`config.mk`:
```
export PLATFORM = sky130hd
export DESIGN_NAME = two_stroke_motion_gesture_detector_unit
export DESIGN_NICKNAME = d
export VERILOG_FILES = /design/src/rtl/tsmgd_pkg.sv /design/src/rtl/two_stroke_motion_gesture_detector_unit.sv
export SDC_FILE = /design/constraint.sdc
export NUM_CORES = 1
export LEC_CHECK = 0
export ABC_AREA = 0
export BUFFER_PORTS_ARGS = -buffer_cell sky130_fd_sc_hd__buf_2
export CORE_AREA = 2 2 144 181
export CTS_CLUSTER_SIZE = 24
export DETAILED_ROUTE_END_ITERATION = 8
export DIE_AREA = 0 0 146 183
export PLACE_DENSITY_LB_ADDON = 0.05
export SYNTH_ARGS = -nofsm -noshare
export SYNTH_HDL_FRONTEND = slang
export SYNTH_SLANG_ARGS = --single-unit
```
`constraint.sdc`:
```
create_clock -name clk -period 20.9 [get_ports clk]
set_input_delay 4.18 -clock clk [delete_from_list [all_inputs] [get_ports clk]]
set_output_delay 4.18 -clock clk [all_outputs]
set_load 0.02 [all_outputs]
```
`src/rtl/tsmgd_pkg.sv`:
```
`timescale 1ns / 1ps

package tsmgd_pkg;

  localparam int CFG_IDX_WIDTH  = 1;
  localparam int CFG_DATA_WIDTH = 16;
  localparam int MODE_WIDTH     = 3;
  localparam int VALUE_WIDTH    = 16;

  typedef logic [MODE_WIDTH-1:0] mode_t;

  localparam mode_t MODE_X_MOTION = 3'd0;
  localparam mode_t MODE_Y_MOTION = 3'd1;
  localparam mode_t MODE_OTHER    = 3'd2;
  localparam mode_t MODE_ARM      = 3'd3;
  localparam mode_t MODE_DISARM   = 3'd4;
  localparam mode_t MODE_TICK     = 3'd5;

  typedef logic [CFG_IDX_WIDTH-1:0] cfg_idx_t;

  localparam cfg_idx_t CFG_IDX_THRESHOLD = 1'd0;
  localparam cfg_idx_t CFG_IDX_TIMEOUT   = 1'd1;

  localparam logic [CFG_DATA_WIDTH-1:0] THRESHOLD_RESET = 16'd50;
  localparam logic [CFG_DATA_WIDTH-1:0] TIMEOUT_RESET   = 16'd300;

  typedef logic [1:0] dir_t;

  localparam dir_t DIR_RIGHT = 2'd0;
  localparam dir_t DIR_LEFT  = 2'd1;
  localparam dir_t DIR_DOWN  = 2'd2;
  localparam dir_t DIR_UP    = 2'd3;

  typedef enum logic [2:0] {
    PH_IDLE  = 3'b001,
    PH_ARMED = 3'b010,
    PH_WAIT  = 3'b100
  } phase_t;

endpackage

```
`src/rtl/two_stroke_motion_gesture_detector_unit.sv`:
```
`timescale 1ns / 1ps

// Two-stroke motion gesture detector. Every accepted request gives exactly one
// result, in order. A request is held in an input register, then processed in
// a single pass that updates the accumulators, stroke timer and phase and
// writes the result register, so a request passes the input register and then
// the result register, and one request can be taken every cycle while the
// result side is not stalled.
// A full result register that is stalled holds one request in the input
// register before in_stall rises. Configuration writes take effect on the
// next request processed.
module two_stroke_motion_gesture_detector_unit
  import tsmgd_pkg::*;
#(
  parameter int SUM_WIDTH        = 32,
  parameter int TICK_COUNT_WIDTH = 16
) (
  input  logic                      clk,
  input  logic                      rst_n,

  input  logic                      cfg_wr_en,
  input  logic [CFG_IDX_WIDTH-1:0]  cfg_index,
  input  logic [CFG_DATA_WIDTH-1:0] cfg_wdata,

  input  logic                      in_valid,
  output logic                      in_stall,
  input  logic [MODE_WIDTH-1:0]     in_mode,
  input  logic signed [VALUE_WIDTH-1:0] in_motion_value,
  input  logic                      in_batch_end,

  output logic                      out_valid,
  input  logic                      out_stall,
  output logic                      out_suppressed,
  output logic                      out_gesture_fired,
  output logic [1:0]                out_first_direction,
  output logic [1:0]                out_second_direction
);

  localparam int SW  = SUM_WIDTH;
  localparam int TW  = TICK_COUNT_WIDTH;
  localparam int LW  = (TW > CFG_DATA_WIDTH) ? TW : CFG_DATA_WIDTH;

  localparam logic [SW:0] SUM_HI = {2'b00, {(SW-1){1'b1}}};
  localparam logic [SW:0] SUM_LO = {2'b11, {(SW-1){1'b0}}};
  localparam logic [LW-1:0] CNT_MAX = LW'({TW{1'b1}});

  // configuration
  logic [CFG_DATA_WIDTH-1:0] threshold_r;
  logic [CFG_DATA_WIDTH-1:0] timeout_r;

  always_ff @(posedge clk) begin
    if (!rst_n) begin
      threshold_r <= THRESHOLD_RESET;
      timeout_r   <= TIMEOUT_RESET;
    end else if (cfg_wr_en) begin
      unique case (cfg_index)
        CFG_IDX_THRESHOLD: threshold_r <= cfg_wdata;
        CFG_IDX_TIMEOUT:   timeout_r   <= cfg_wdata;
        default: ;
      endcase
    end
  end

  // input register and result register handshake
  logic                          s1_valid_r;
  mode_t                         s1_mode_r;
  logic signed [VALUE_WIDTH-1:0] s1_value_r;
  logic                          s1_last_r;

  logic out_valid_r;
  logic out_supp_r;
  logic out_fired_r;
  dir_t out_d1_r;
  dir_t out_d2_r;

  logic out_take;
  logic s1_move;
  logic s1_take;

  assign out_take = !out_valid_r || !out_stall;
  assign s1_move  = s1_valid_r && out_take;
  assign s1_take  = !s1_valid_r || s1_move;
  assign in_stall = !s1_take;

  always_ff @(posedge clk) begin
    if (!rst_n) begin
      s1_valid_r <= 1'b0;
    end else if (s1_take) begin
      s1_valid_r <= in_valid;
    end
  end

  always_ff @(posedge clk) begin
    if (s1_take && in_valid) begin
      s1_mode_r  <= in_mode;
      s1_value_r <= in_motion_value;
      s1_last_r  <= in_batch_end;
    end
  end

  // detector state
  phase_t               phase_r,   phase_nxt;
  dir_t                 first_r,   first_nxt;
  logic signed [SW-1:0] sum_x_r,   sum_x_nxt;
  logic signed [SW-1:0] sum_y_r,   sum_y_nxt;
  logic [TW-1:0]        wait_cnt_r, wait_cnt_nxt;
  logic                 wait_run_r, wait_run_nxt;

  logic supp_nxt;
  logic fired_nxt;
  dir_t d1_nxt;
  dir_t d2_nxt;

  logic [SW:0]    acc_ext;
  logic [SW:0]    add_sum;
  logic [SW-1:0]  acc_sat;
  logic [SW-1:0]  new_x;
  logic [SW-1:0]  new_y;
  logic [SW-1:0]  mag_x;
  logic [SW-1:0]  mag_y;
  logic [SW-1:0]  mag_max;
  logic           is_stroke;
  dir_t           dir;
  logic [LW-1:0]  timeout_ext;
  logic [TW-1:0]  load_val;

  always_comb begin
    // saturating add on whichever axis this motion event moves
    acc_ext = (s1_mode_r == MODE_Y_MOTION) ? {sum_y_r[SW-1], sum_y_r}
                                           : {sum_x_r[SW-1], sum_x_r};
    add_sum = acc_ext + {{(SW+1-VALUE_WIDTH){s1_value_r[VALUE_WIDTH-1]}}, s1_value_r};
    if (add_sum[SW] != add_sum[SW-1]) begin
      acc_sat = add_sum[SW] ? SUM_LO[SW-1:0] : SUM_HI[SW-1:0];
    end else begin
      acc_sat = add_sum[SW-1:0];
    end
    new_x = (s1_mode_r == MODE_X_MOTION) ? acc_sat : sum_x_r;
    new_y = (s1_mode_r == MODE_Y_MOTION) ? acc_sat : sum_y_r;

    // the most negative sum maps onto its own pattern, read as unsigned
    mag_x   = new_x[SW-1] ? (~new_x + SW'(1)) : new_x;
    mag_y   = new_y[SW-1] ? (~new_y + SW'(1)) : new_y;
    mag_max = (mag_x > mag_y) ? mag_x : mag_y;
    is_stroke = (mag_max >= SW'(threshold_r));

    // horizontal wins ties, zero sums give left
    if (mag_x >= mag_y) begin
      dir = (!new_x[SW-1] && (new_x != '0)) ? DIR_RIGHT : DIR_LEFT;
    end else begin
      dir = (!new_y[SW-1] && (new_y != '0)) ? DIR_DOWN : DIR_UP;
    end

    timeout_ext = LW'(timeout_r);
    load_val    = (timeout_ext > CNT_MAX) ? TW'(CNT_MAX) : TW'(timeout_ext);

    phase_nxt    = phase_r;
    first_nxt    = first_r;
    sum_x_nxt    = sum_x_r;
    sum_y_nxt    = sum_y_r;
    wait_cnt_nxt = wait_cnt_r;
    wait_run_nxt = wait_run_r;
    supp_nxt     = 1'b0;
    fired_nxt    = 1'b0;
    d1_nxt       = DIR_RIGHT;
    d2_nxt       = DIR_RIGHT;

    priority if (s1_mode_r == MODE_ARM || s1_mode_r == MODE_DISARM) begin
      phase_nxt    = (s1_mode_r == MODE_ARM) ? PH_ARMED : PH_IDLE;
      sum_x_nxt    = '0;
      sum_y_nxt    = '0;
      wait_cnt_nxt = '0;
      wait_run_nxt = 1'b0;
    end else if (s1_mode_r == MODE_TICK) begin
      if (wait_run_r) begin
        if (wait_cnt_r == TW'(0) || wait_cnt_r == TW'(1)) begin
          wait_cnt_nxt = '0;
          wait_run_nxt = 1'b0;
          if (phase_r == PH_WAIT) begin
            sum_x_nxt = '0;
            sum_y_nxt = '0;
          end
        end else begin
          wait_cnt_nxt = wait_cnt_r - TW'(1);
        end
      end
    end else if ((s1_mode_r == MODE_X_MOTION || s1_mode_r == MODE_Y_MOTION) &&
                 phase_r != PH_IDLE) begin
      supp_nxt  = 1'b1;
      sum_x_nxt = new_x;
      sum_y_nxt = new_y;
      if (s1_last_r && is_stroke) begin
        sum_x_nxt = '0;
        sum_y_nxt = '0;
        if (phase_r != PH_WAIT) begin
          first_nxt    = dir;
          phase_nxt    = PH_WAIT;
          wait_cnt_nxt = load_val;
          wait_run_nxt = 1'b1;
        end else if (dir != first_r) begin
          wait_cnt_nxt = '0;
          wait_run_nxt = 1'b0;
          fired_nxt    = 1'b1;
          d1_nxt       = first_r;
          d2_nxt       = dir;
          phase_nxt    = PH_ARMED;
        end else begin
          wait_cnt_nxt = load_val;
          wait_run_nxt = 1'b1;
        end
      end
    end else begin
      // other events, unused modes and motion while disarmed pass through
    end
  end

  always_ff @(posedge clk) begin
    if (!rst_n) begin
      phase_r    <= PH_IDLE;
      first_r    <= DIR_RIGHT;
      sum_x_r    <= '0;
      sum_y_r    <= '0;
      wait_cnt_r <= '0;
      wait_run_r <= 1'b0;
    end else if (s1_move) begin
      phase_r    <= phase_nxt;
      first_r    <= first_nxt;
      sum_x_r    <= sum_x_nxt;
      sum_y_r    <= sum_y_nxt;
      wait_cnt_r <= wait_cnt_nxt;
      wait_run_r <= wait_run_nxt;
    end
  end

  always_ff @(posedge clk) begin
    if (!rst_n) begin
      out_valid_r <= 1'b0;
    end else if (out_take) begin
      out_valid_r <= s1_valid_r;
    end
  end

  always_ff @(posedge clk) begin
    if (s1_move) begin
      out_supp_r  <= supp_nxt;
      out_fired_r <= fired_nxt;
      out_d1_r    <= d1_nxt;
      out_d2_r    <= d2_nxt;
    end
  end

  assign out_valid            = out_valid_r;
  assign out_suppressed       = out_supp_r;
  assign out_gesture_fired    = out_fired_r;
  assign out_first_direction  = out_d1_r;
  assign out_second_direction = out_d2_r;

  // a fired gesture always pairs two different strokes
  a_fired_dirs_differ: assert property (@(posedge clk) disable iff (!rst_n)
    out_valid_r && out_fired_r |-> out_d1_r != out_d2_r)
    else $error("gesture fired with equal directions");

  a_nofire_dirs_zero: assert property (@(posedge clk) disable iff (!rst_n)
    out_valid_r && !out_fired_r |-> out_d1_r == DIR_RIGHT && out_d2_r == DIR_RIGHT)
    else $error("directions set without a gesture");

  // the stroke timer only runs while waiting for the second stroke
  a_timer_in_wait: assert property (@(posedge clk) disable iff (!rst_n)
    wait_run_r |-> phase_r == PH_WAIT)
    else $error("timer running outside the wait phase");

  a_fire_returns_armed: assert property (@(posedge clk) disable iff (!rst_n)
    s1_move && fired_nxt |=> phase_r == PH_ARMED && !wait_run_r)
    else $error("gesture did not return to armed");

endmodule
```
After elaboration in Yosys (flattened, before gate mapping) --
Index checks and enable logic that the tools add are counted.
Storage, ports and cells: output and inout bits 8, flip-flop bits (word level) 146, word-level logic and storage cells 131, memories 0, ROM bits 0, RAM bits 0, bits in latches 0
Cells by class: add/subtract/negate cells 4, shift-type cells 0, eq/ne operators 14, divide/modulo/power cells 0, reductions and logical operators 36, bitwise gates (word level) 8, multiplexer cells 48, multipliers 0, magnitude comparators 4
Operators by type and width (number):
- two-way mux 32 bit | 18
- two-way mux 16 bit | 9
- adder 32 x 1 -> 32 bit (second input constant) | 2
- NOT 32 bit | 2
- nonzero test 32 bit | 2
- adder 33 bit | 1
- two-way mux 33 bit | 1
- greater-or-equal comparator 32 x 16 -> 1 bit | 1
- greater-or-equal comparator 32 bit | 1
- greater-than comparator 32 bit | 1
- two-way mux 3 bit | 6
- == test 16 x 1 -> 1 bit (second input constant) | 1
- greater-than comparator 16 bit (second input constant) | 1
- logical NOT 16 bit | 1
- subtractor 16 x 1 -> 16 bit (second input constant) | 1
- two-way mux 1 bit | 12
- AND reduction 5 bit | 2
- == test 3 bit (second input constant) | 3
- nonzero test 3 bit | 3
- logical AND 1 bit | 6
- logical NOT 1 bit | 6
- != test 3 x 2 -> 1 bit (second input constant) | 2
- != test 3 bit (second input constant) | 2
- NOT 1 bit | 6
- 17 further kinds | 24

Longest topological paths before layout --
depth in word-level cells 18, gate-level depth with buffers 71, depth with buffers taken out 54

Worst setup path before layout --
Ideal clock, no wire load.
kind reg-to-reg, start register s1_mode_r[0], end register wait_cnt_r[10], arrival 13604 ps, library setup time 73 ps, cell stages (with the launch flop) 71, period minus slack after synthesis 13677 ps, slack 7223 ps, buffers on the path 17, required time 20827 ps, cells stage by stage edfxtp_1 -> buf_2 -> nor3b_1 -> clkbuf_1 -> clkbuf_1 -> buf_1 -> buf_1 -> clkbuf_1 -> clkbuf_1 -> buf_1 -> nand2_1 -> nand2_1 -> ha_1 -> clkbuf_1 -> a21oi_1 -> o21a_1 -> o221ai_1 -> a211oi_1 -> (+35 left out) -> ha_1 -> nand2b_1 -> a21o_1 -> a21o_1 -> a21oi_1 -> o21ai_0 -> a211oi_1 -> o31a_1 -> nand3_1 -> mux2i_1 -> o221ai_1 -> o22ai_1 -> o221ai_2 -> a31oi_2 -> or2_1 -> buf_2 -> buf_6 -> mux2i_1
Between the ends: cells in the longest elaborated chain, start to end 18, elaborated cells between the ends (all ways) 46, those cells by class add/sub: 3; order compare: 3; eq/ne: 7; mux: 17; bitwise: 2; reduce/logical: 14
Ends and longest elaborated chain:
- from (decl) | RTL line two_stroke_motion_gesture_detector_unit.sv:66 | mode_t s1_mode_r;
- from (signal assigned) | RTL line two_stroke_motion_gesture_detector_unit.sv:95 | s1_mode_r <= in_mode;
- parallel branches: the longest is 18 deep, another holds adder 33 bit
- to (signal assigned) | RTL line two_stroke_motion_gesture_detector_unit.sv:229 | wait_cnt_r <= wait_cnt_nxt;
- to (decl) | RTL line two_stroke_motion_gesture_detector_unit.sv:106 | logic [TW-1:0] wait_cnt_r, wait_cnt_nxt;
Several ways; the timed one is not identified. The select of a mux whose other input is x is not followed. A chain may end at the register's enable or synchronous reset.

Worst setup path in the final report --
start register s1_mode_r[0], end register wait_cnt_r[6]
Same word-level chain as after synthesis.

==> run summary <==
The flow ran to the end, and the final reports show no timing, DRC or antenna violations. The final critical delay including setup and external delays came out at 14.68 ns. Measured along the x axis, the die boundary spans 146 um. Measured along the y axis, the die boundary spans 183 um. The maximum number of pins on one net before global-route repair is 75. Measured in cells, the most critical reg-to-reg path has a length of 54. The pin slew with the least headroom to its limit came out at 1.26 ns. TritonCTS built the clock tree.

The post-cts sizing count came out at 0. The total overflow left after global routing is 0. The CTS buffer count came out at 17.

By area, the combinational part of the netlist is dominated by compound AO/OA/AOI/OAI gates. CTS saw 146 sinks. The critical path data required time is 21.26 ns. The wire length of the first global-routing pass is 72200 um.

The peak supply drop came out at 0.0440 mV. The antenna cell count is 0. The min-delay analysis places its worst path in the category register to register. The post-synthesis share of cell area spent on full adders, half adders and majority gates is 8.20%. The effective utilization at floorplan is 54.0%. The synthesized-area fraction occupied by ao, oa, aoi and oai cells is 30.2%.

The buffer count from post-CTS setup fixing came out at 0. The first detailed-routing pass took 6 iterations. The endpoint type of the worst setup path is a register. The initial detailed-routing violation count came out at 1560. The leakage power summed over all cells came out at 0.00571 uW. The mux share of post-synthesis cell area came out at 1.95%. The number of antenna violations at the first check in global routing came out at 0.

The startpoint of the worst setup timing path is s1_mode_r[0]. The slack of the worst reg-to-reg path is 6.22 ns. The power per cell area is 59.7 nW/um^2.

The routability congestion estimate from global placement came out at 0.951. The final max-slew violation count came to 0. The most common cell type on the critical path is ha_1.

The proportion of register bits with asynchronous set or reset after synthesis is 0%. The number of ports placed on the die boundary is 50. The detailed-route wire length is 45500 um. The later-pin clock latency in the skew report came out at 0.44 ns.

The tree is rooted in a clkbuf_16. Clock-pin slew was measured on the worst setup and hold paths at 0.07 ns. For this run, design rule violations remaining after detail routing come to 0. The final count of hold timing violations came to 0.

Net switching is 36.8% of the power. The post-synth net total came out at 1962. Buffers inserted to repair hold after CTS numbered 0. The share of final-layout standard cells stronger than drive strength 1 is 8.62%.

The core region is 25000 um^2. After synthesis, flip-flops and latches occupy 23.5% of the total area. The tool flagged a number of max-cap violations equal to 0.

Setup repair after global routing left no endpoint under its margin. The signed area change from the synthesized netlist to the final layout is 6.76%. The via density per instance came out at 6.57. After technology mapping, the gate count stands at 1832.

Setup violations remaining at the end of the flow were counted as 0. The final antenna-violating net count came out at 0. The top cell types in the final layout, fill and taps aside, are 321 x nand2_1, 134 x a21oi_1, 132 x nor2_1. After Yosys synthesis, and, or, nand and nor cells account for 25.7% of the synthesized area. The endpoint identified for the worst register-to-register timing path is wait_cnt_r[6].

Registers are responsible for 34.7% of the overall power. The number of flops mapped to enable cells by yosys is 26. Summing the areas of all xor and xnor instances in the mapped netlist gives 5.31% of the synthesized area. The maximum level of the CTS H-tree is 4. Leaving out fill and tap cells, the most frequent cell in the layout is nand2_1.

The row count is 65. Among all stages on the critical path, the largest delay is contributed by nor4_1. The number of distinct standard cells referenced by the synthesized netlist came out at 101. The critical path ends at wait_cnt_r[6]. The data arrival time of the critical path came out at 15.04 ns. The proportion of power drawn by combinational gates came out at 30.8%. The register bit count reported by yosys is 146. The overall routing resource usage came out at 33.8%. The clock tree skew after final layout is 0.0116 ns. The mean instance size in the synthesized netlist came out at 7.38 um^2. The number of nets at the end of the flow came out at 1939. The routed length per instance came out at 21.1 um. The die outline area came out at 26700 um^2.

The count of warnings emitted by yosys is 0. In this run the critical register-to-register path is launched from s1_mode_r[0]. The critical path is of the register to register type. Adding up every negative setup slack in the final design gives 0 ns. The via count of the first global-routing pass came out at 13.1k. The critical-path maximum fanout is 74. The clock network fraction of total power came out at 34.4%. The post-detailed-placement half-perimeter wirelength came out at 34300 um. The internal cell power is 545 uW.

The port buffer count is 49. The worst slew margin relative to its limit is 16.1%. The total placed cells including tap cells is 2125. The fmax is 68.1 MHz.

The highest cell delay on the worst timing path is 0.67 ns. For this run, the leading register cell type out of synthesis is dfxtp_1. The number of standard cells in the final layout excluding fillers is 2157. The final critical-path share of the clock period is 70.2%.

The number of buffers on the longest clock path came out at 2. The type of origin of the critical path is a register. The synthesized netlist occupies a cell area of 13500 um^2. The via total after detailed routing came out at 14.2k. The power dissipated by switching net loads came out at 317 uW.
power groups by stage:
stage	sequential [uW]	combinational [uW]	clock [uW]
after global placement	306	257	0
after CTS	299	262	301
after detailed placement	306	260	0
final	299	266	297
after global routing	300	294	312
after floorplan	304	194	0
critical path: cells and delay by family (launching register included):
kind / cells / cell delay (ns)
flip-flops: 1 / 0.50
buffers and inverters: 7 / 2.15
AND/OR/NAND/NOR: 14 / 4.71
adder cells (fa/ha/maj): 5 / 1.63
multiplexers: 2 / 0.45
AO/OA/AOI/OAI: 24 / 4.70
XOR/XNOR: 2 / 0.35
worst min path at each step:
| stage | startpoint | endpoint | slack (ns) | cells after the start |
|---|---|---|---|---|
| after detailed placement | sum_y_r[15] | sum_y_r[15] | 0.44 | 2 |
| final | threshold_r[9] | threshold_r[9] | 0.46 | 2 |
| after CTS | threshold_r[10] | threshold_r[10] | 0.46 | 2 |
| after floorplan | sum_y_r[15] | sum_y_r[15] | 0.43 | 2 |
| after global placement | sum_y_r[15] | sum_y_r[15] | 0.43 | 2 |
| after global routing | threshold_r[9] | threshold_r[9] | 0.47 | 2 |
synthesized netlist by cell type (all sizes together) (8+ instances only):
cell | count | area share, %
o21a | 22 | 1.2
nand4 | 30 | 1.4
or2 | 10 | 0.46
a211oi | 32 | 1.8
xnor2 | 57 | 3.7
nand3 | 39 | 1.5
o21ai | 128 | 4.8
o2111ai | 8 | 0.56
nand2b | 10 | 0.46
nor2 | 133 | 3.7
o221ai | 13 | 0.89
a31oi | 21 | 1.0
o211a | 11 | 0.81
nor3b | 8 | 0.44
a22o | 30 | 1.9
a21o | 24 | 1.3
xor2 | 25 | 1.6
nor4 | 16 | 0.74
nand2 | 321 | 8.9
and4 | 9 | 0.58
and3 | 9 | 0.42
inv | 57 | 1.6
buf | 41 | 1.6
a21oi | 142 | 5.4
ha | 87 | 8.0
o31ai | 14 | 0.78
mux2i | 23 | 1.7
or3 | 16 | 0.78
a211o | 9 | 0.58
and2 | 22 | 1.0
a21boi | 8 | 0.44
nor2b | 21 | 0.97
o32ai | 11 | 0.71
edfxtp | 26 | 5.8
dfxtp | 120 | 18
clkbuf | 69 | 1.9
o22ai | 11 | 0.51
nor3 | 58 | 2.2
o211ai | 30 | 1.8
kinds of logic (layout without fill, tap and decap cells):
family                     count (synthesis)  in the layout
buffers and inverters                    167            157
AOI/OAI and AO/OA                        592            592
muxes                                     26             26
xor gates and xnor gates                  82             82
and+or+nand+nor                          731            731
adders and majority gates                 88             88
DFF                                      146            146
stage by stage:
stage                     util, %  worst slack, ns  hold WS, ns  area (um^2)  power (uW)
after floorplan                 -             7.22        0.425        13500         498
after global placement       55.4             6.77        0.435        13900         562
after detailed placement     55.4             6.40        0.444        13900         566
after CTS                    57.6             6.32        0.459        14400         863
after global routing         57.6             5.16        0.472        14400         906
final                        57.6             6.22        0.457        14400         862
layer usage:
metal / track usage (%) / wire, um / vias to the layer above
met4: 19.4 / 2710 / 0
li1: - / - / 6761
met3: 4.53 / 3590 / 142
met2: 54.7 / 20400 / 718
met5: 0 / 0 / -
met1: 43.5 / 18800 / 6561
sequential cells by signal (all words and copies together) (netlist names), 2 cells and up:
register,flops
s1_mode_r,3
sum_y_r,32
phase_r,3
out_first_direction,2
sum_x_r,32
s1_value_r,16
out_second_direction,2
wait_cnt_r,16
timeout_ext,16
first_r,2
threshold_r,16
final cells by class:
class | count | area, um^2
Multi-Input combinational cell | 1519 | 9680
Fill cell | 2515 | 10600
Timing Repair Buffer | 68 | 388
Clock buffer | 17 | 425
Clock inverter | 15 | 124
Tap cell | 335 | 419
Inverter | 57 | 214
Sequential cell | 146 | 3180
(Power assumes the default switching activity.)
